`src/imuar_pkg.sv`:
```
`timescale 1ns / 1ps

package imuar_pkg;

	// Fixed field widths of the sample and result channels.
	localparam int FIELD_W = 16;
	localparam int OUT_W = 17;
	localparam int CFG_W = 6;
	localparam int AXES = 6;
	localparam int WIN_RESET = 20;

	// Shared multiplier: signed operands and product.
	localparam int MUL_W = 18;
	localparam int PROD_W = 36;
	// Quaternion products, matrix entries (times |q|^2) and averages.
	localparam int QPROD = 10;
	localparam int QP_W = 32;
	localparam int MAT_W = 34;
	localparam int MAT_N = 9;
	localparam int AVG_W = 17;
	// Lower slice of a matrix entry fed to the multiplier in the first half.
	localparam int MLO_W = 17;

	// Shared divider: numerator magnitude, divisor and iteration count.
	localparam int NUM_W = 54;
	localparam int DEN_W = 34;
	localparam int AVG_DIV_BITS = 26;
	localparam int CNT_W = 6;

	typedef enum logic [3:0] {
		ST_IDLE,
		ST_READ,
		ST_SUM,
		ST_AVG,
		ST_AVG_WAIT,
		ST_QMUL,
		ST_QCAP,
		ST_MAT,
		ST_RMUL,
		ST_RACC,
		ST_RDIV,
		ST_RWAIT,
		ST_DONE
	} state_t;

	typedef struct packed {
		logic start;
		logic short_op;
		logic [NUM_W-1:0] mag;
		logic [DEN_W-1:0] den;
	} div_req_t;

	typedef struct packed {
		logic busy;
		logic done;
		logic [NUM_W-1:0] quo;
	} div_rsp_t;

	// Applies the sign to a rounded quotient magnitude and clamps it to the result range.
	function automatic logic signed [OUT_W-1:0] sat_out(input logic neg,
			input logic [NUM_W-1:0] mag);
		logic signed [OUT_W-1:0] r;
		if (neg) begin
			if (mag > NUM_W'(65536)) begin
				r = -OUT_W'(65536);
			end else begin
				r = -$signed(OUT_W'(mag));
			end
		end else begin
			if (mag > NUM_W'(65535)) begin
				r = OUT_W'(65535);
			end else begin
				r = $signed(OUT_W'(mag));
			end
		end
		return r;
	endfunction

endpackage

```
`src/imuar_mul.sv`:
```
`timescale 1ns / 1ps

module imuar_mul (
	input logic clk,
	input logic signed [imuar_pkg::MUL_W-1:0] a,
	input logic signed [imuar_pkg::MUL_W-1:0] b,
	output logic signed [imuar_pkg::PROD_W-1:0] p
);
	import imuar_pkg::*;

	// Registered signed product, ready the cycle after the operands.
	always_ff @(posedge clk) begin
		p <= a * b;
	end

endmodule

```
`config.mk`:
```
export PLATFORM = sky130hd
export DESIGN_NAME = imuar_mul
export DESIGN_NICKNAME = d
export VERILOG_FILES = /design/src/imuar_pkg.sv /design/src/imuar_mul.sv
export SDC_FILE = /design/constraint.sdc
export NUM_CORES = 1
export LEC_CHECK = 0
export BUFFER_PORTS_ARGS = -buffer_cell sky130_fd_sc_hd__clkbuf_2
export CAP_MARGIN = 20
export CORE_UTILIZATION = 50
export DETAILED_ROUTE_END_ITERATION = 16
export GPL_TIMING_DRIVEN = 1
export MAX_ROUTING_LAYER = met4
export PLACE_DENSITY = 0.7
export RECOVER_POWER = 100
export SYNTH_ARGS = -nofsm -noshare
export SYNTH_HDL_FRONTEND = slang
export SYNTH_SLANG_ARGS = --single-unit
export TNS_END_PERCENT = 20
```
`constraint.sdc`:
```
create_clock -name clk -period 5.6 [get_ports clk]
set_clock_uncertainty 0.1 [all_clocks]
set_input_delay 0 -clock clk [delete_from_list [all_inputs] [get_ports clk]]
set_output_delay 0 -clock clk [all_outputs]
set_load 0.01 [all_outputs]
```
# Word level (Yosys, flattened, before mapping)
# Index checks and enable logic that the tools add are counted.
[totals]
inputBits = 37
word_cells = 2
ff_bits = 36
[classes]
mul = 1
[op_table]
columns = ["cell", "n"]
rows = [
  ["18-bit by 18-bit multiplier with 36-bit output", 1],
]

# Longest topological paths before layout
# Gate-level depths: netlist (run 1).
[logic_depth]
ltp_word = 1
mapped_depth = 26
mapped_depth_nobuf = 23

# Worst setup path after synthesis (run 1)
# OpenSTA, ideal clock, no wires.
[synth_path]
path_type = "input -> register"
startpoint = "in a[17] in the netlist's numbering"
endpoint = "reg p[35] in the netlist's numbering"
path_buffers = 2
t_arrival_ps = 5955
path_slack_ps = -527
setup_time_ps = 72
cell_stages = 25
path_cell_list = "clkbuf_1 > clkbuf_1 > nand2_1 > inv_1 > fa_1 > inv_1 > fa_1 > inv_1 > ha_1 > inv_1 > fa_1 > inv_1 > fa_1 > inv_1 > fa_1 > inv_1 > ha_1 > and3_1 > and4_1 > o211ai_1 > o211ai_1 > o41ai_1 > o2111ai_1 > a21oi_1 > xnor2_1"
[synth_between]
elab_chain_cells = 1
[synth_rtl]
columns = ["element", "line_no", "text"]
rows = [
  ["start, declared", "imuar_mul.sv:5", "input logic signed [imuar_pkg::MUL_W-1:0] a,"],
  ["18-bit by 18-bit multiplier with 36-bit output", "imuar_mul.sv:13", "p <= a * b;"],
  ["end signal, assigned", "imuar_mul.sv:13", ""],
  ["end, declared", "imuar_mul.sv:7", "output logic signed [imuar_pkg::PROD_W-1:0] p"],
]
# No other way between the ends.

# Final worst setup path (run 1)
[layout_path]
startpoint = "in a[8] in the netlist's numbering"
endpoint = "reg p[35] in the netlist's numbering"
# The elaborated chain is that of the path after synthesis.

==> impl_metrics.tcl, run 1 <==
set metrics [dict create \
    route.detailed.drc 0 \
    endpoint_kind "flop" \
    whs_path_depth 3 \
    fin_crit_ps 5510 \
    status "complete, no violations" \
    grt_use_met1_pct 30.7 \
    first_iter_violations 505 \
    finalSetupViolCount 0 \
    seq_area_frac_synth_pct 5.58 \
    slew_violations 0 \
    top_regs "p: 36 flops" \
    top_register "p" \
    final_nets 2031 \
    ys_top_cells_by_area "fa_1 (51%), inv_1 (11%), ha_1 (9.0%), and2_1 (7.9%), dfxtp_1 (5.6%)" \
    critical_path_buf_inv_count 8 \
    track_usage_pct 26.4 \
    core-area_sq_um 25300 \
    fin_area_sq_um 15300 \
    cts_tree "built" \
    async_reset_ff_share_pct 0 \
    synth.largest_area_cell "fa_1" \
    grt_max_degree 18 \
    fmax_ghz 0.181 \
    clock_sinks 36 \
    min-delay-start "b[0]" \
    worst_slew_pin_slew_ps 646 \
    place_area_sq_um 14800 \
    clkTransAtPathRegs_ps 60 \
    yosysTopAreaCellShare_pct 51.0 \
    grt.overflow.total 0 \
    grt_pass1_wl_mm 52.2 \
    die_y_um 163 \
    syn-num-nets 1837 \
    timing.hold.ws_ps 170 \
    hpwl_mm 27.4 \
    ant_nets 0 \
    rsz0062_at_grt "yes" \
    antenna_found_initial 0 \
    synthCells 1378 \
    antenna_cells 0 \
    gp_congestion 0.913 \
    multi_input_area_sq_um 10900 \
    totalWireLength_mm 31.3 \
    start_kind "input pin" \
    syn_avg_cell_area_sq_um 9.37 \
    routedWlPerCell_um 16.4 \
    cts_max_path_buffers 2 \
    path_cells "buf_6 -> buf_6 -> buf_4 -> and2_1 -> fa_1 -> inv_1 -> fa_2 -> inv_1 -> fa_1 -> fa_1 -> fa_1 -> inv_1 -> fa_1 -> inv_1 -> ha_4 -> a21oi_1 -> o21ai_1 -> a221oi_2 -> buf_4 -> o211ai_1 -> o41ai_2 -> o2111ai_1 -> a21oi_1 -> xnor2_1" \
    vias 9631 \
    worstPathRequired_ps 5680 \
    firstDrtPassIters 5 \
    port_buffers 72 \
    cts_max_level 2 \
    initial_core_util_pct 51.1 \
    worstPathArrival_ps 5590 \
    final_util_pct 60.5 \
    slew_headroom_pct 57.0 \
    cp_slowest_stage_delay_ps 530 \
    die_area_sq_um 26500 \
    gr-usage-met2_pct 48.4 \
    ys_ff_latch 36 \
    post-place-ws_ps -565 \
    cap_violations 0 \
    criticalPathCategory "in -> reg" \
    cts_made_buffers 5 \
    min_period_over_period_pct 98.5 \
    largest_reg_flops 36 \
    worst_slack_ps 85.7 \
    nFillCells 2144 \
    whs_endpoint "p[0]" \
    dieWidth_um 163 \
    crit_top_cell "fa_1" \
    ys.flop_type "dfxtp_1" \
    path_max_fanout 7 \
    hold_viol 0 \
    vias_per_cell 5.06 \
    seq_area_sq_um 721 \
    cts-root-buf "clkbuf_16" \
    synth_cell_types 48 \
    areaGrowthSynthToFinish_pct 18.3 \
    synth_edf_count 0 \
    holdCritPathClass "in -> reg" \
    top_usage_layer "met2" \
    rows 58 \
    yosysWarnings 0 \
    critical-path-top-delay-family "adder cells" \
    grt_util_met3_pct 2.06 \
    layout-drive-gt1-share_pct 16.5 \
    grt_pass1_vias 10504 \
    synthesis.area_sq_um 12900 \
    slowest_stage "fa_1" \
    ios 73 \
]
==> final cells by class <==
cell class                      instances  area share [%]
Multi-Input combinational cell        927            71.4
Tap cell                              330            2.70
Clock inverter                          3           0.123
Timing Repair Buffer                  231            11.1
Clock buffer                            5           0.819
Sequential cell                        36            4.72
Inverter                              371            9.11
==> cell usage in the layout (no fill, tap or decap), types with 4 or more instances in the layout <==
cell / netlist / layout
a21oi_2: 2 / 4
buf_12: 0 / 7
o21ai_0: 15 / 10
xnor2_1: 32 / 32
clkbuf_2: 0 / 14
o21bai_1: 5 / 5
nand3_1: 6 / 6
nand2_1: 157 / 153
dfxtp_1: 36 / 36
o21ai_1: 0 / 5
inv_1: 371 / 365
fa_1: 329 / 323
o211ai_1: 5 / 5
clkbuf_16: 0 / 5
fa_2: 0 / 6
inv_2: 0 / 6
buf_6: 0 / 13
clkbuf_4: 0 / 6
and2_1: 163 / 152
nor2_1: 18 / 18
ha_1: 93 / 81
ha_4: 0 / 12
nor2b_1: 17 / 17
nand2b_1: 9 / 9
nand2_2: 0 / 4
clkbuf_1: 44 / 38
a21oi_1: 20 / 17
and2_4: 0 / 9
a31oi_1: 5 / 5
a21o_1: 8 / 8
nor3_1: 5 / 4
buf_4: 0 / 148
==> layer usage <==
layer  wire length [um]  share of wire, %  vias up
li1                   -                 -     4358
met1              11900                38     5018
met2              17600                56      183
met3                791               2.5       72
met4               1030               3.3        0
met5                  0                 0        -
==> cells in the mapped netlist, drive strengths merged (5+ instances only) <==
library cell and number:
inv 371, fa 329, and2 163, nand2 157, ha 93, clkbuf 44, dfxtp 36, xnor2 32
a21oi 22, nor2 18, nor2b 17, o21ai 16, nand2b 9, a21o 8, nand3 6, a31oi 5
nor3 5, o211ai 5, o21bai 5
==> cell families after synthesis <==
family / share of synthesized area (%)
adder cells (fa/ha/maj): 60.0
multiplexers: 0.165
XOR/XNOR: 2.31
AO/OA/AOI/OAI: 4.48
AND/OR/NAND/NOR: 15.4
buffers and inverters: 12.1
flip-flops: 5.58
==> how the worst max path moves through the flow <==
stage	start	endpoint	cells past startpoint
finish	a[8]	p[35]	24
global route	a[8]	p[35]	24
CTS	b[0]	p[28]	22
detailed placement	b[4]	p[35]	22
global placement	b[4]	p[35]	22
floorplan	a[17]	p[35]	21
==> through the flow <==
stage | instances | setup TNS [ps]
6_report | 1903 | 0
5_1_grt | 1903 | -384
4_1_cts | 1894 | -12.6
3_5_place_dp | 1885 | -4420
3_3_place_gp | 1885 | -3250
2_1_floorplan | 1378 | -49.1
==> repair_timing <==
| action | 4_1_cts | 5_1_grt |
|---|---|---|
| pin swaps | 7 | 55 |
| gates cloned | 0 | 0 |
| setup buffers | 1 | 9 |
| endpoints found under the setup margin | 7 | 13 |
| hold buffers | 0 | 0 |
| gates resized for setup | 9 | 107 |
Power of run 1 is left out: the tool's default activity adds up to more than one toggle a clock period on the data nets, which glitch-free logic cannot reach.
==> inputs of run 2 (changes only) <==
--- a/config.mk
+++ b/config.mk
@@ -7,11 +7,11 @@
 export LEC_CHECK = 0
 export BUFFER_PORTS_ARGS = -buffer_cell sky130_fd_sc_hd__clkbuf_2
 export CAP_MARGIN = 20
-export CORE_UTILIZATION = 50
+export CORE_UTILIZATION = 55
 export DETAILED_ROUTE_END_ITERATION = 16
 export GPL_TIMING_DRIVEN = 1
 export MAX_ROUTING_LAYER = met4
-export PLACE_DENSITY = 0.7
+export PLACE_DENSITY = 0.76
 export RECOVER_POWER = 100
 export SYNTH_ARGS = -nofsm -noshare
 export SYNTH_HDL_FRONTEND = slang
==> impl_metrics.tcl, run 2 (synthesized netlist as in run 1, its figures left out) <==
set metrics [dict create \
    die_y_um 155 \
    top_register "p" \
    ios 73 \
    hold_buffers 0 \
    vias 9962 \
    grt_pass1_vias 10732 \
    criticalPathCategory "in -> reg" \
    min_period_over_period_pct 98.4 \
    core-area_sq_um 22800 \
    routedWlPerCell_um 17.2 \
    firstDrtPassIters 7 \
    holdCritPathClass "in -> reg" \
    clock_sinks 36 \
    gp_congestion 0.905 \
    top_regs "p: 36 flops" \
    place_area_sq_um 14800 \
    status "complete, no violations" \
    final_nets 2040 \
    cts_tree "built" \
    rsz0062_at_grt "yes" \
    grt_max_degree 19 \
    slew_headroom_pct 71.0 \
    worstPathArrival_ps 5620 \
    final_common_cell "inv_1" \
    areaGrowthSynthToFinish_pct 19.4 \
    layout-drive-gt1-share_pct 18.1 \
    grt_pass1_wl_mm 52.3 \
    cap_violations 0 \
    finalSetupViolCount 0 \
    whs_endpoint "p[0]" \
    largest_reg_flops 36 \
    whs_path_depth 3 \
    cts-root-buf "clkbuf_16" \
    vias_per_cell 5.26 \
    dieWidth_um 155 \
    cts_max_level 2 \
    track_usage_pct 29.3 \
    min-delay-start "b[0]" \
    worst_slew_pin_slew_ps 435 \
    cts_made_buffers 5 \
    port_buffers 72 \
    initial_core_util_pct 56.5 \
    post-place-ws_ps -473 \
    worstPathRequired_ps 5710 \
    fin_crit_ps 5510 \
    clkTransAtPathRegs_ps 60 \
    grt.overflow.total 0 \
    antenna_cells 0 \
    cts_max_path_buffers 2 \
    antenna_found_initial 0 \
    final_util_pct 67.5 \
    first_iter_violations 546 \
    layout.cells.non_filler 1895 \
    route.detailed.drc 0 \
    endpoint_kind "flop" \
    ant_nets 0 \
    dpl.cell_count 1875 \
    fin_area_sq_um 15400 \
    totalWireLength_mm 32.7 \
    worst_slack_ps 88.0 \
    slew_violations 0 \
    start_kind "input pin" \
    hpwl_mm 28.1 \
    mostFrequentLayoutCells "inv_1 (358), fa_1 (315), and2_1 (152), nand2_1 (151), buf_4 (147)" \
    hold_viol 0 \
    die_area_sq_um 24100 \
    path_max_fanout 8 \
    fmax_ghz 0.181 \
    rows 55 \
]
[run 2: cell types whose count changed in the layout (fill, tap and decap cells not counted), moves of 3 or more]
cell and change:
buf_6 +7, clkbuf_2 -6, clkbuf_4 +3, fa_1 -8, fa_2 +8, ha_4 -3
inv_1 -7, inv_2 +6, o21ai_1 -3
[run 2: per-layer routing]
layer  up-vias  wire (um)  track usage [%]  part of all wire (%)
li1       4392          -                -                     -
met1      5047      11400             32.4                    35
met2       383      17500             52.1                    54
met3       140       1660             2.95                   5.1
met4         0       2070             15.8                   6.3
met5         -          0                -                     0
[run 2: worst max path at each step]
stage | startpoint | to | slack [ps] | cells after the start
floorplan | a[17] | p[35] | -30 | 21
global placement | b[3] | p[27] | -390 | 22
detailed placement | b[6] | p[35] | -470 | 22
CTS | b[6] | p[35] | -30 | 22
global route | a[13] | p[35] | -150 | 21
finish | a[10] | p[35] | 90 | 20
[run 2: through the flow]
step	hold slack, ps	TNS [ps]
after floorplan	21.7	-49.1
after global placement	290	-2840
after detailed placement	288	-3850
after CTS	221	-38.9
after global routing	179	-452
final	168	0
[run 2: timing repair]
action / 4_1_cts / 5_1_grt
endpoints found under the setup margin: 7 / 12
pin swaps: 2 / 54
resized for setup: 9 / 153
setup buffers: 2 / 8
gates cloned: 0 / 2
[run 2: critical path, stage by stage]
cell and delay, ps:
buf_4 160, buf_4 150, and2_1 160, fa_1 470, inv_1 50, fa_1 500, fa_1 520, inv_1 60
fa_2 560, fa_1 420, fa_1 530, ha_4 220, a21o_1 170, a21o_1 190, a221oi_4 250, o211ai_1 230
o41ai_2 460, o2111ai_1 170, a21oi_2 180, xnor2_1 140
[run 2: layout make-up]
class	count	area, sq um
Clock buffer	5	125
Sequential cell	36	721
Inverter	371	1400
Fill cell	1752	7430
Timing Repair Buffer	240	1830
Multi-Input combinational cell	927	10900
Tap cell	313	392
Clock inverter	3	18.8
Power of run 2 is left out for the same reason.
