File: src/imuar_pkg.sv
`timescale 1ns / 1ps

package imuar_pkg;

	// Fixed field widths of the sample and result channels.
	localparam int FIELD_W = 16;
	localparam int OUT_W = 17;
	localparam int CFG_W = 6;
	localparam int AXES = 6;
	localparam int WIN_RESET = 20;

	// Shared multiplier: signed operands and product.
	localparam int MUL_W = 18;
	localparam int PROD_W = 36;
	// Quaternion products, matrix entries (times |q|^2) and averages.
	localparam int QPROD = 10;
	localparam int QP_W = 32;
	localparam int MAT_W = 34;
	localparam int MAT_N = 9;
	localparam int AVG_W = 17;
	// Lower slice of a matrix entry fed to the multiplier in the first half.
	localparam int MLO_W = 17;

	// Shared divider: numerator magnitude, divisor and iteration count.
	localparam int NUM_W = 54;
	localparam int DEN_W = 34;
	localparam int AVG_DIV_BITS = 26;
	localparam int CNT_W = 6;

	typedef enum logic [3:0] {
		ST_IDLE,
		ST_READ,
		ST_SUM,
		ST_AVG,
		ST_AVG_WAIT,
		ST_QMUL,
		ST_QCAP,
		ST_MAT,
		ST_RMUL,
		ST_RACC,
		ST_RDIV,
		ST_RWAIT,
		ST_DONE
	} state_t;

	typedef struct packed {
		logic start;
		logic short_op;
		logic [NUM_W-1:0] mag;
		logic [DEN_W-1:0] den;
	} div_req_t;

	typedef struct packed {
		logic busy;
		logic done;
		logic [NUM_W-1:0] quo;
	} div_rsp_t;

	// Applies the sign to a rounded quotient magnitude and clamps it to the result range.
	function automatic logic signed [OUT_W-1:0] sat_out(input logic neg,
			input logic [NUM_W-1:0] mag);
		logic signed [OUT_W-1:0] r;
		if (neg) begin
			if (mag > NUM_W'(65536)) begin
				r = -OUT_W'(65536);
			end else begin
				r = -$signed(OUT_W'(mag));
			end
		end else begin
			if (mag > NUM_W'(65535)) begin
				r = OUT_W'(65535);
			end else begin
				r = $signed(OUT_W'(mag));
			end
		end
		return r;
	endfunction

endpackage

File: src/imuar_div.sv
`timescale 1ns / 1ps

module imuar_div (
	input logic clk,
	input logic arst_n,
	input imuar_pkg::div_req_t req,
	output imuar_pkg::div_rsp_t rsp
);
	import imuar_pkg::*;

	logic [DEN_W-1:0] rem_q;
	logic [NUM_W-1:0] quo_q;
	logic [DEN_W-1:0] den_q;
	logic [CNT_W-1:0] cnt_q;
	logic busy_q;
	logic done_q;
	logic [DEN_W:0] shifted;
	logic [DEN_W:0] diff;
	logic ge;

	// One restoring step: bring down the next numerator bit and try to subtract.
	always_comb begin
		shifted = {rem_q, quo_q[NUM_W-1]};
		diff = shifted - {1'b0, den_q};
		ge = ~diff[DEN_W];
	end

	// Iteration control; a short request only runs over the low numerator bits.
	always_ff @(posedge clk or negedge arst_n) begin
		if (!arst_n) begin
			busy_q <= 1'b0;
			done_q <= 1'b0;
			cnt_q <= '0;
		end else begin
			done_q <= 1'b0;
			if (req.start) begin
				busy_q <= 1'b1;
				cnt_q <= req.short_op ? CNT_W'(AVG_DIV_BITS) : CNT_W'(NUM_W);
			end else if (busy_q) begin
				cnt_q <= cnt_q - 1'b1;
				if (cnt_q == CNT_W'(1)) begin
					busy_q <= 1'b0;
					done_q <= 1'b1;
				end
			end
		end
	end

	// Remainder and quotient shift registers.
	always_ff @(posedge clk) begin
		if (req.start) begin
			rem_q <= '0;
			den_q <= req.den;
			quo_q <= req.short_op ? (req.mag << (NUM_W - AVG_DIV_BITS)) : req.mag;
		end else if (busy_q) begin
			rem_q <= ge ? diff[DEN_W-1:0] : shifted[DEN_W-1:0];
			quo_q <= {quo_q[NUM_W-2:0], ge};
		end
	end

	assign rsp.busy = busy_q;
	assign rsp.done = done_q;
	assign rsp.quo = quo_q;

endmodule

File: config.mk
export PLATFORM = sky130hd
export DESIGN_NAME = imuar_div
export DESIGN_NICKNAME = d
export VERILOG_FILES = /design/src/imuar_pkg.sv /design/src/imuar_div.sv
export SDC_FILE = /design/constraint.sdc
export NUM_CORES = 1
export LEC_CHECK = 0
export CAP_MARGIN = 20
export CELL_PAD_IN_SITES_DETAIL_PLACEMENT = 1
export CELL_PAD_IN_SITES_GLOBAL_PLACEMENT = 1
export CORE_ASPECT_RATIO = 1.2
export CORE_UTILIZATION = 38
export CTS_BUF_LIST = sky130_fd_sc_hd__clkbuf_8
export DETAILED_ROUTE_END_ITERATION = 7
export DONT_BUFFER_PORTS = 1
export MAX_ROUTING_LAYER = met4
export PLACE_DENSITY = 0.63
export SLEW_MARGIN = 15
export SYNTH_ARGS = -nofsm -noshare
export SYNTH_HDL_FRONTEND = slang
export SYNTH_SLANG_ARGS = --single-unit
File: constraint.sdc
create_clock -name clk -period 4.7 [get_ports clk]
set_input_delay 0.47 -clock clk [delete_from_list [all_inputs] [get_ports clk]]
set_output_delay 0.47 -clock clk [all_outputs]
set_load 0.02 [all_outputs]
* Word level (Yosys, flattened, before mapping) *
Index checks and enable logic that the tools add are counted.

operators by class
  bitwise operators = 1
  reductions and logical operators = 1
  $add $sub $neg = 2
  eq/ne operators = 1
  multiplexer cells = 13

operator list
  cell                   number
  $mux W54               3
  $sub A35 B34 Y35       1
  $mux W34               1
  $mux W6                3
  $eq A6 B1 Y1 const B   1
  $mux W1                6
  $sub A6 B1 Y6 const B  1
  $reduce_bool A2 Y1     1
  $not A1 Y1             1

storage, ports and cells
  word-level logic and storage cells = 24
  output and inout port bits = 56
  flip-flop bits (word level) = 130

* Logic depth before layout (Yosys ltp) *
Gate-level depths: netlist of run 1.

  word-level depth = 4
  depth in mapped cells = 14

* Least setup slack after synthesis of run 1 *
OpenSTA, ideal clock, no wires.

  path kind = flip-flop to flip-flop
  start = reg quo_q[53]
  end = reg rem_q[32]
  stages on the path, launching flop included = 13
  data arrival time = 2.976 ns
  slack = 1.605 ns
  required time = 4.580 ns
  path through = edfxtp_1 > inv_1 > ha_1 > fa_1 > nand2b_1 > a21oi_1 > o21ai_1 > a2111oi_2 > a2111oi_4 > xnor2_2 > buf_2 > nor3_1 > a211o_1

on the way
  word-level cells in the longest chain between the ends = 2

ends and longest elaborated chain
  what                    line             source
  from (decl)             imuar_div.sv:12  logic [NUM_W-1:0] quo_q;
  from (signal assigned)  imuar_div.sv:54  quo_q <= req.short_op ? (req.mag << (NUM_W - AVG_DIV_BITS)) : req.mag;
  from (signal assigned)  imuar_div.sv:57  quo_q <= {quo_q[NUM_W-2:0], ge};
  $sub A35 B34 Y35        imuar_div.sv:24  diff = shifted - {1'b0, den_q};
  $mux W34                imuar_div.sv:56  rem_q <= ge ? diff[DEN_W-1:0] : shifted[DEN_W-1:0];
  to (signal assigned)    imuar_div.sv:56
  to (decl)               imuar_div.sv:11  logic [DEN_W-1:0] rem_q;

Every way passes these cells.
A chain may end at the register's enable or synchronous reset.

* Worst setup path after layout of run 1 *
  start = reg quo_q[53]
  end = reg rem_q[2]

Same word-level chain as after synthesis.

==> results summary, run 1 <==
The synthesized flop and latch total is 130. Walking the worst path, the cells encountered are inv_1 -> ha_1 -> fa_1 -> nand2b_1 -> a21oi_1 -> o21ai_1 -> a2111oi_2 -> a2111oi_4 -> xnor2_4 -> buf_4 -> and3_1 -> a21oi_1 -> a211oi_1. The root buffer cell chosen for the clock tree is clkbuf_8. Of all cell types, the one taking the most synthesized area is edfxtp_1. The sequential share of power came out at 38.8%. The final layout net count is 880. The H-tree depth came out at 4. The worst-margin pin slew is 0.7518 ns. Setup violations remaining at the end of the flow were counted as 0. In this run the biggest area consumer among cell types represents 35.38% of the synthesized area. The number of unique standard cell types used by synthesis is 52. The combinational cell fraction of total power is 38.8%. The floorplan step defined a die boundary enclosing 0.02022 mm2.

The first-pass GRT wire length came out at 29600 um. The core region is 0.01906 mm2. The max-capacitance violation count is 0.

The overall die width is 130.0 um. The first detailed-routing pass took 4 iterations. The part of the Yosys area used for sequential elements is 47.18%. The total internal power came out at 2.612 mW. Sorting the synthesized cells by how often they occur yields edfxtp_1, nor2_1, inv_1. The clock-pin slew of the registers on the worst-case setup and hold paths came out at 0.09 ns. In this run the deepest clock path goes through 2 buffers. The post-route netlist has 6.021% of its cells at a drive strength greater than 1. For this block, the via count after detailed routing is 5419. The number of gates given a new drive strength after cts is 0. Setup repair after global routing left no endpoint under its margin. The mean instance size in the synthesized netlist came out at 9.699 um2. Of the total power, the share spent switching nets is 39.18%.

Global routing consumed, over all layers together, 19.52% of the routing resources. The number of DRC markers after the initial detailed-route iteration came out at 249. The CTS tree is built. The worst hold slack after final layout is 0.09187 ns.

The library cell appearing most often on the critical path is a21oi_1. The post-detailed-routing wire length came out at 18270 um. On the worst path, the slowest cell contributes a delay of 0.49 ns. The maximum fanout along the worst path came out at 15. The clock share of power is 22.4%. The power density relative to cell area is 533.9 mW/mm2. The count of final hold-check violations came out at 0.

The number of top-level pins is 148. The count of antenna diodes in the layout came out at 0. The async set-reset flop share out of synthesis came out at 6.154%. The hold buffer count at cts came out at 1. The final sum of negative setup slack is 0 ns. The synthesized netlist cell count is 770. Cells fill 42.19% of the core in the end. The count of yosys warnings during synthesis came out at 0. The area of the mapped netlist is 0.007468 mm2. The remaining antenna violation count after routing is 0. The max-slew violation count is 0. In the post-synthesis netlist, the cell with the most instances is edfxtp_1. The minimum clock period after layout is 3.658 ns. Once the floorplan was initialized, standard cells occupied 39.18% of the core.

The standby leakage power came out at 3.318 nW. The number of antenna violations at the first check in global routing came out at 0. The congestion estimate from routability-driven global placement came to 0.8359.

STA classifies the critical path startpoint as a register. The area growth from synthesis to final layout came out at 7.690%. The HPWL after detailed placement came out at 12830 um.

Among all stages on the critical path, the largest delay is contributed by edfxtp_1. The nature of the critical path endpoint is a register. The maximum number of pins on one net before global-route repair is 163.

The post-CTS setup buffer count is 0. The routed length per instance came out at 17.91 um. After layout, the design draws a total of 4.294 mW. For this run, design rule violations remaining after detail routing come to 0. The setup path with the least slack is of type register to register.

Counting tap cells, the placed design contains a total of 987 instances. The most common flop cell mapped by yosys is edfxtp_1. VDD sags by at most 0.1882 mV.

At the worst endpoint, the arrival time is 4.04 ns. The number of buffers created by CTS is 17. The tightest min-delay check is of the primary input to register type. The sum of overflow across all layers after global routing came out at 0. The number of global-route vias before repair came out at 5782. In this run, synthesis inferred 88 flip-flops with an integrated enable. Of the available clock period, the critical path in the final layout requires 77.82%.

The vertical die dimension came out at 155.6 um. The switching power total came out at 1.682 mW. Static timing analysis puts the maximum clock frequency at 0.2734 GHz. The total of buffers placed on input and output ports came out at 0. The total nets after synthesis is 899. In this run the tightest slew margin relative to its limit is 49.88%. The worst setup skew after layout is 0.01475 ns. The tree built by TritonCTS fans out to 130 sinks. In the post-synthesis netlist, the biggest area contributors are edfxtp_1, dfxtp_1, mux2i_1.

The vias per cell came out at 5.313. The number of standard-cell rows in the floorplan is 55. The run finished with clean final reports. STA puts the critical path data required time at 5.08 ns. The post-route non-filler standard cell count came out at 1020.

Clock latency on the worst-skew pair, taken at its later pin, is 0.46 ns.
==> layer usage <==
| metal | wire length (um) | up-vias | share of wire [%] | GRT usage, % |
|---|---|---|---|---|
| li1 | - | 2682 | - | - |
| met1 | 7922 | 2572 | 43 | 22.63 |
| met2 | 8866 | 142 | 49 | 31.86 |
| met3 | 1234 | 23 | 6.8 | 6.276 |
| met4 | 242 | 0 | 1.3 | 6.202 |
| met5 | 0 | - | 0 | - |
==> worst max-delay path, delay by kind of cell, from the launching register on <==
| kind | cells | cell delay, ns |
|---|---|---|
| compound gates | 6 | 1.24 |
| fa+ha+maj | 2 | 0.64 |
| flops | 1 | 0.49 |
| buf+inv | 2 | 0.45 |
| simple gates | 2 | 0.39 |
| xor+xnor | 1 | 0.35 |
==> power groups by stage <==
| stage | logic, mW | clock network (mW) | registers (mW) |
|---|---|---|---|
| 2_1_floorplan | 1.38 | 0 | 1.63 |
| 3_3_place_gp | 1.62 | 0 | 1.68 |
| 3_5_place_dp | 1.67 | 0 | 1.69 |
| 4_1_cts | 1.68 | 1.00 | 1.67 |
| 5_1_grt | 1.85 | 1.04 | 1.70 |
| 6_report | 1.67 | 0.961 | 1.67 |
==> registers in the layout, indices dropped and copies added (netlist names) <==
| register | count |
|---|---|
| den_q | 34 |
| rem_q | 34 |
| quo_q | 54 |
| busy_q | 1 |
| cnt_q | 6 |
| done_q | 1 |
==> cell usage in the layout (no fill, tap or decap), drive strengths merged, types with 13 or more instances in the layout <==
cell    netlist  routed
a21o         14      14
xnor2        23      23
edfxtp       88      88
clkbuf       31      17
nand2        59      59
nor2         79      79
dfxtp        34      34
ha           36      36
a21oi        70      70
o21ai        46      46
inv          73      82
a211oi       28      28
xor2         13      13
mux2i        52      52
==> layout make-up <==
cell class | count | area, um2
fillers | 2140 | 11020
flip-flops and latches | 130 | 3525
clock inverters | 15 | 148.9
clock buffers | 17 | 234.0
well taps | 256 | 320.3
multi-input cells | 523 | 3493
repair buffers | 6 | 47.55
inverters | 73 | 274.0
==> worst paths after layout <==
path,to,depth (start not counted),slack (ns),startpoint
worst max-delay path,rem_q[2]$_SDFFE_PP0P_,13,1.04,quo_q[53]$_DFFE_PP_
worst min-delay path,rem_q[13]$_SDFFE_PP0P_,1,0.09,req[89]
worst max register to register,rem_q[2]$_SDFFE_PP0P_,13,1.04,quo_q[53]$_DFFE_PP_
worst min register to register,rem_q[1]$_SDFFE_PP0P_,2,0.50,rem_q[1]$_SDFFE_PP0P_
max in group asynchronous,busy_q$_DFF_PN0_,1,4.05,arst_n
min in group asynchronous,cnt_q[2]$_DFFE_PN0P_,1,0.34,arst_n
==> kinds of logic (layout without fill, tap and decap cells) <==
kind of cell               after synthesis  in the layout  share of synthesized area (%)
AOI/OAI and AO/OA                      203            203                          17.34
and+or+nand+nor                        195            195                          11.66
DFF                                    130            130                          47.18
buffers and inverters                  117            111                          6.232
muxes                                   52             52                          6.969
adders and majority gates               37             37                          6.299
xor gates and xnor gates                36             36                          4.322
==> through the flow <==
step	area, um2	setup WS (ns)
6_report	8043	1.042
3_3_place_gp	7650	1.116
3_5_place_dp	7650	0.9905
4_1_cts	8043	0.9810
5_1_grt	8043	0.7244
2_1_floorplan	7468	1.605
Note: power is estimated with default switching activity, not from simulation.
==> run 2: changes to the inputs <==
clock period = 3.7 ns   (was 4.7 ns; I/O delays follow)
==> run 2 against run 1 <==
Count of clock-buffer cells in the layout increased by 1. Global-route usage increased by 0.66 points. Die area unchanged. Core utilization increased by 2.6 points. Maximum frequency increased by 12%. Sequential power increased by 26%. Via count increased by 5.5%. Clock skew increased by 0.0047 ns. Highest routed layer unchanged.
==> results summary, run 2 (same netlist as run 1, synthesis figures left out) <==
The HPWL after detailed placement came out at 13160 um. The number of top-level pins is 148. In the layout the commonest cells are edfxtp_1, nor2_1, inv_1, a21oi_1, nand2_1. The count of final hold-check violations is 0. STA classifies the critical path startpoint as a register. The effective utilization at floorplan is 39.18%. The data arrival time of the worst path came out at 3.53 ns. The CTS tree is built. The slowest stage of the critical path is the a2111oi_2 cell. The worst hold slack after final layout is 0.04962 ns. The worst path meets setup with 0.4451 ns of slack.

Setup repair after global routing left no endpoint under its margin. The worst setup skew after layout came out at 0.01945 ns. In this run the worst hold path is classified as primary input to register. The sum of buffers and inverters on the critical path is 2. The signal on the critical path passes through inv_1 -> ha_1 -> fa_1 -> nand2b_1 -> a21oi_1 -> o21ai_1 -> a2111oi_2 -> a2111oi_4 -> xnor2_4 -> buf_12 -> mux2i_1 -> a211oi_1. The hold buffer count at cts came out at 37. The area of the die came out at 0.02022 mm2. The relative slew slack came out at 46.69%.

The detail route stage leaves a number of antenna-violating nets equal to 0. The maximum number of pins on one net before global-route repair is 139. In this run the post-CTS setup repair buffer count came out at 0. The number of cells traversed by the worst register-to-register path came out at 12.

The clock-pin slew of the registers on the worst-case setup and hold paths is 0.08 ns. The final layout net count came out at 924. Counting flops per register, the top entry is quo_q. The H-tree depth is 4. In the final timing run, aggregate negative setup slack is 0 ns. The combinational cell fraction of total power came out at 39.7%. The count of antenna diodes in the layout is 0. The worst IR drop on VDD is 0.2967 mV. The aggregate global-route resource usage is 20.19%. For this run, design rule violations remaining after detail routing come to 0. The overall die width is 130.0 um.

The highest clock rate is 0.3072 GHz. The sum of overflow across all layers after global routing is 0. Net switching is 37.90% of the power.

In the final layout, the registers with the most flip-flops are quo_q (54), den_q (34), rem_q (34). The root cell of the clock tree is clkbuf_8. The total of buffers placed on input and output ports came out at 0. For the pin with the worst max-slew slack, the measured transition is 0.7996 ns. The critical path is of the register to register type. The total internal power is 3.493 mW. The number of gates given a new drive strength after cts came out at 0. The length of the first detailed-routing pass in iterations is 6. The number of antenna violations at the first check in global routing came out at 0.

The share of final-layout standard cells stronger than drive strength 1 is 6.807%. Using the TritonRoute via totals, the vias-per-cell ratio works out to 5.373. The final period utilization came out at 87.97%.

The longest individual stage delay on the worst path came out at 0.47 ns. The number of buffers created by CTS is 17. The max-slew violation count came out at 0. The worst register-to-register path ends at rem_q[23]$_SDFFE_PP0P_.

The switching power total is 2.132 mW. The nature of the critical path endpoint is a register. Relative to the synthesized area, the layout overhead comes to 14.29%. The required time of the critical path came out at 3.98 ns. The beginning of the worst register-to-register path is quo_q[53]$_DFFE_PP_. The register with the most flip-flops in the layout has 54 of them. The final weighted congestion of routability-driven global placement came out at 0.8253. The clock latency on the worst-skew pair is 0.45 ns.

The number of DRC markers after the initial detailed-route iteration came out at 244. The worst-case setup slack after placement is 0.4273 ns. The vertical die dimension came out at 155.6 um. Registers are responsible for 37.4% of the overall power. On the critical path the largest part of the delay comes from compound AO/OA/AOI/OAI gates.

The number of global-route vias before repair was 6150. The number of sinks driven by the clock tree came out at 130. The minimum clock period after layout came out at 3.255 ns.

The most critical setup path has its startpoint at quo_q[53]$_DFFE_PP_. The clock network accounts for 22.9% of the total power. The most common cell after layout, fill and taps aside is edfxtp_1. The run finished with clean final reports.

The number of standard-cell rows in the floorplan is 55. The first global-routing pass estimated 30910 um of wire. In this run the static leakage power is 3.536 nW.

Max-cap violations in this run came to 0. The reg2reg setup slack came out at 0.45 ns. In this run the worst path has a maximum fanout of 17.

The clock tree buffer depth is 2. The capture point of the worst path is rem_q[23]$_SDFFE_PP0P_. The final setup violation count came out at 0. The post-detailed-routing wire length is 18850 um.

The area inside the core boundary came out at 0.01906 mm2. The vias after detailed routing came out at 5717. The number of cells on the critical path is 12. The power density relative to cell area is 659.0 mW/mm2. Dividing the detail-routed wire length by the instance count gives 17.71 um.
-- run 2: cell types whose count changed in the layout (fill, tap and decap cells not counted), sizes merged --
cell	before	now
buf	5	13
bufinv	1	2
clkbuf	17	18
clkinv	2	4
clkinvlp	3	1
dlygate4sd3	1	37
inv	82	80
-- run 2: layout make-up --
class / count / area [um2]
multi-input combinational: 523 / 3493
clock buffer: 18 / 247.7
sequential: 130 / 3525
fill: 2151 / 10530
inverter: 73 / 274.0
timing repair buffer: 50 / 509.2
clock inverter: 14 / 166.4
tap: 256 / 320.3
-- run 2: power by group through the flow --
stage                     clock, mW  sequential (mW)  combinational, mW
after floorplan                   0             2.07               1.75
after global placement            0             2.13               2.14
after detailed placement          0             2.14               2.20
after CTS                      1.33             2.11               2.25
after global routing           1.39             2.15               2.49
final                          1.29             2.10               2.23
-- run 2: worst min-delay path by stage --
stage / start / endpoint / slack [ns] / cells past startpoint
3_3_place_gp: arst_n / done_q$_DFF_PN0_ / 0.07 / 0
2_1_floorplan: arst_n / busy_q$_DFF_PN0_ / 0.07 / 0
4_1_cts: req[89] / rem_q[3]$_SDFFE_PP0P_ / 0.0002 / 1
6_report: req[89] / den_q[7]$_DFFE_PP_ / 0.05 / 0
3_5_place_dp: arst_n / done_q$_DFF_PN0_ / 0.07 / 0
5_1_grt: req[89] / den_q[15]$_DFFE_PP_ / 0.003 / 0
-- run 2: routing by layer --
metal,vias to the layer above,track usage [%],wire [um]
met5,-,-,0
met4,0,5.094,185
met3,12,6.447,1224
met2,151,34.50,9550
met1,2780,22.61,7885
li1,2774,-,-
-- run 2: metrics by stage --
stage	utilization [%]	power [mW]	instances	instance area (um2)
after global placement	40.50	4.276	993	7720
after global routing	44.78	6.025	1064	8536
after CTS	44.67	5.688	1062	8514
final	44.78	5.625	1064	8536
after floorplan	-	3.820	770	7468
after detailed placement	40.50	4.338	993	7720
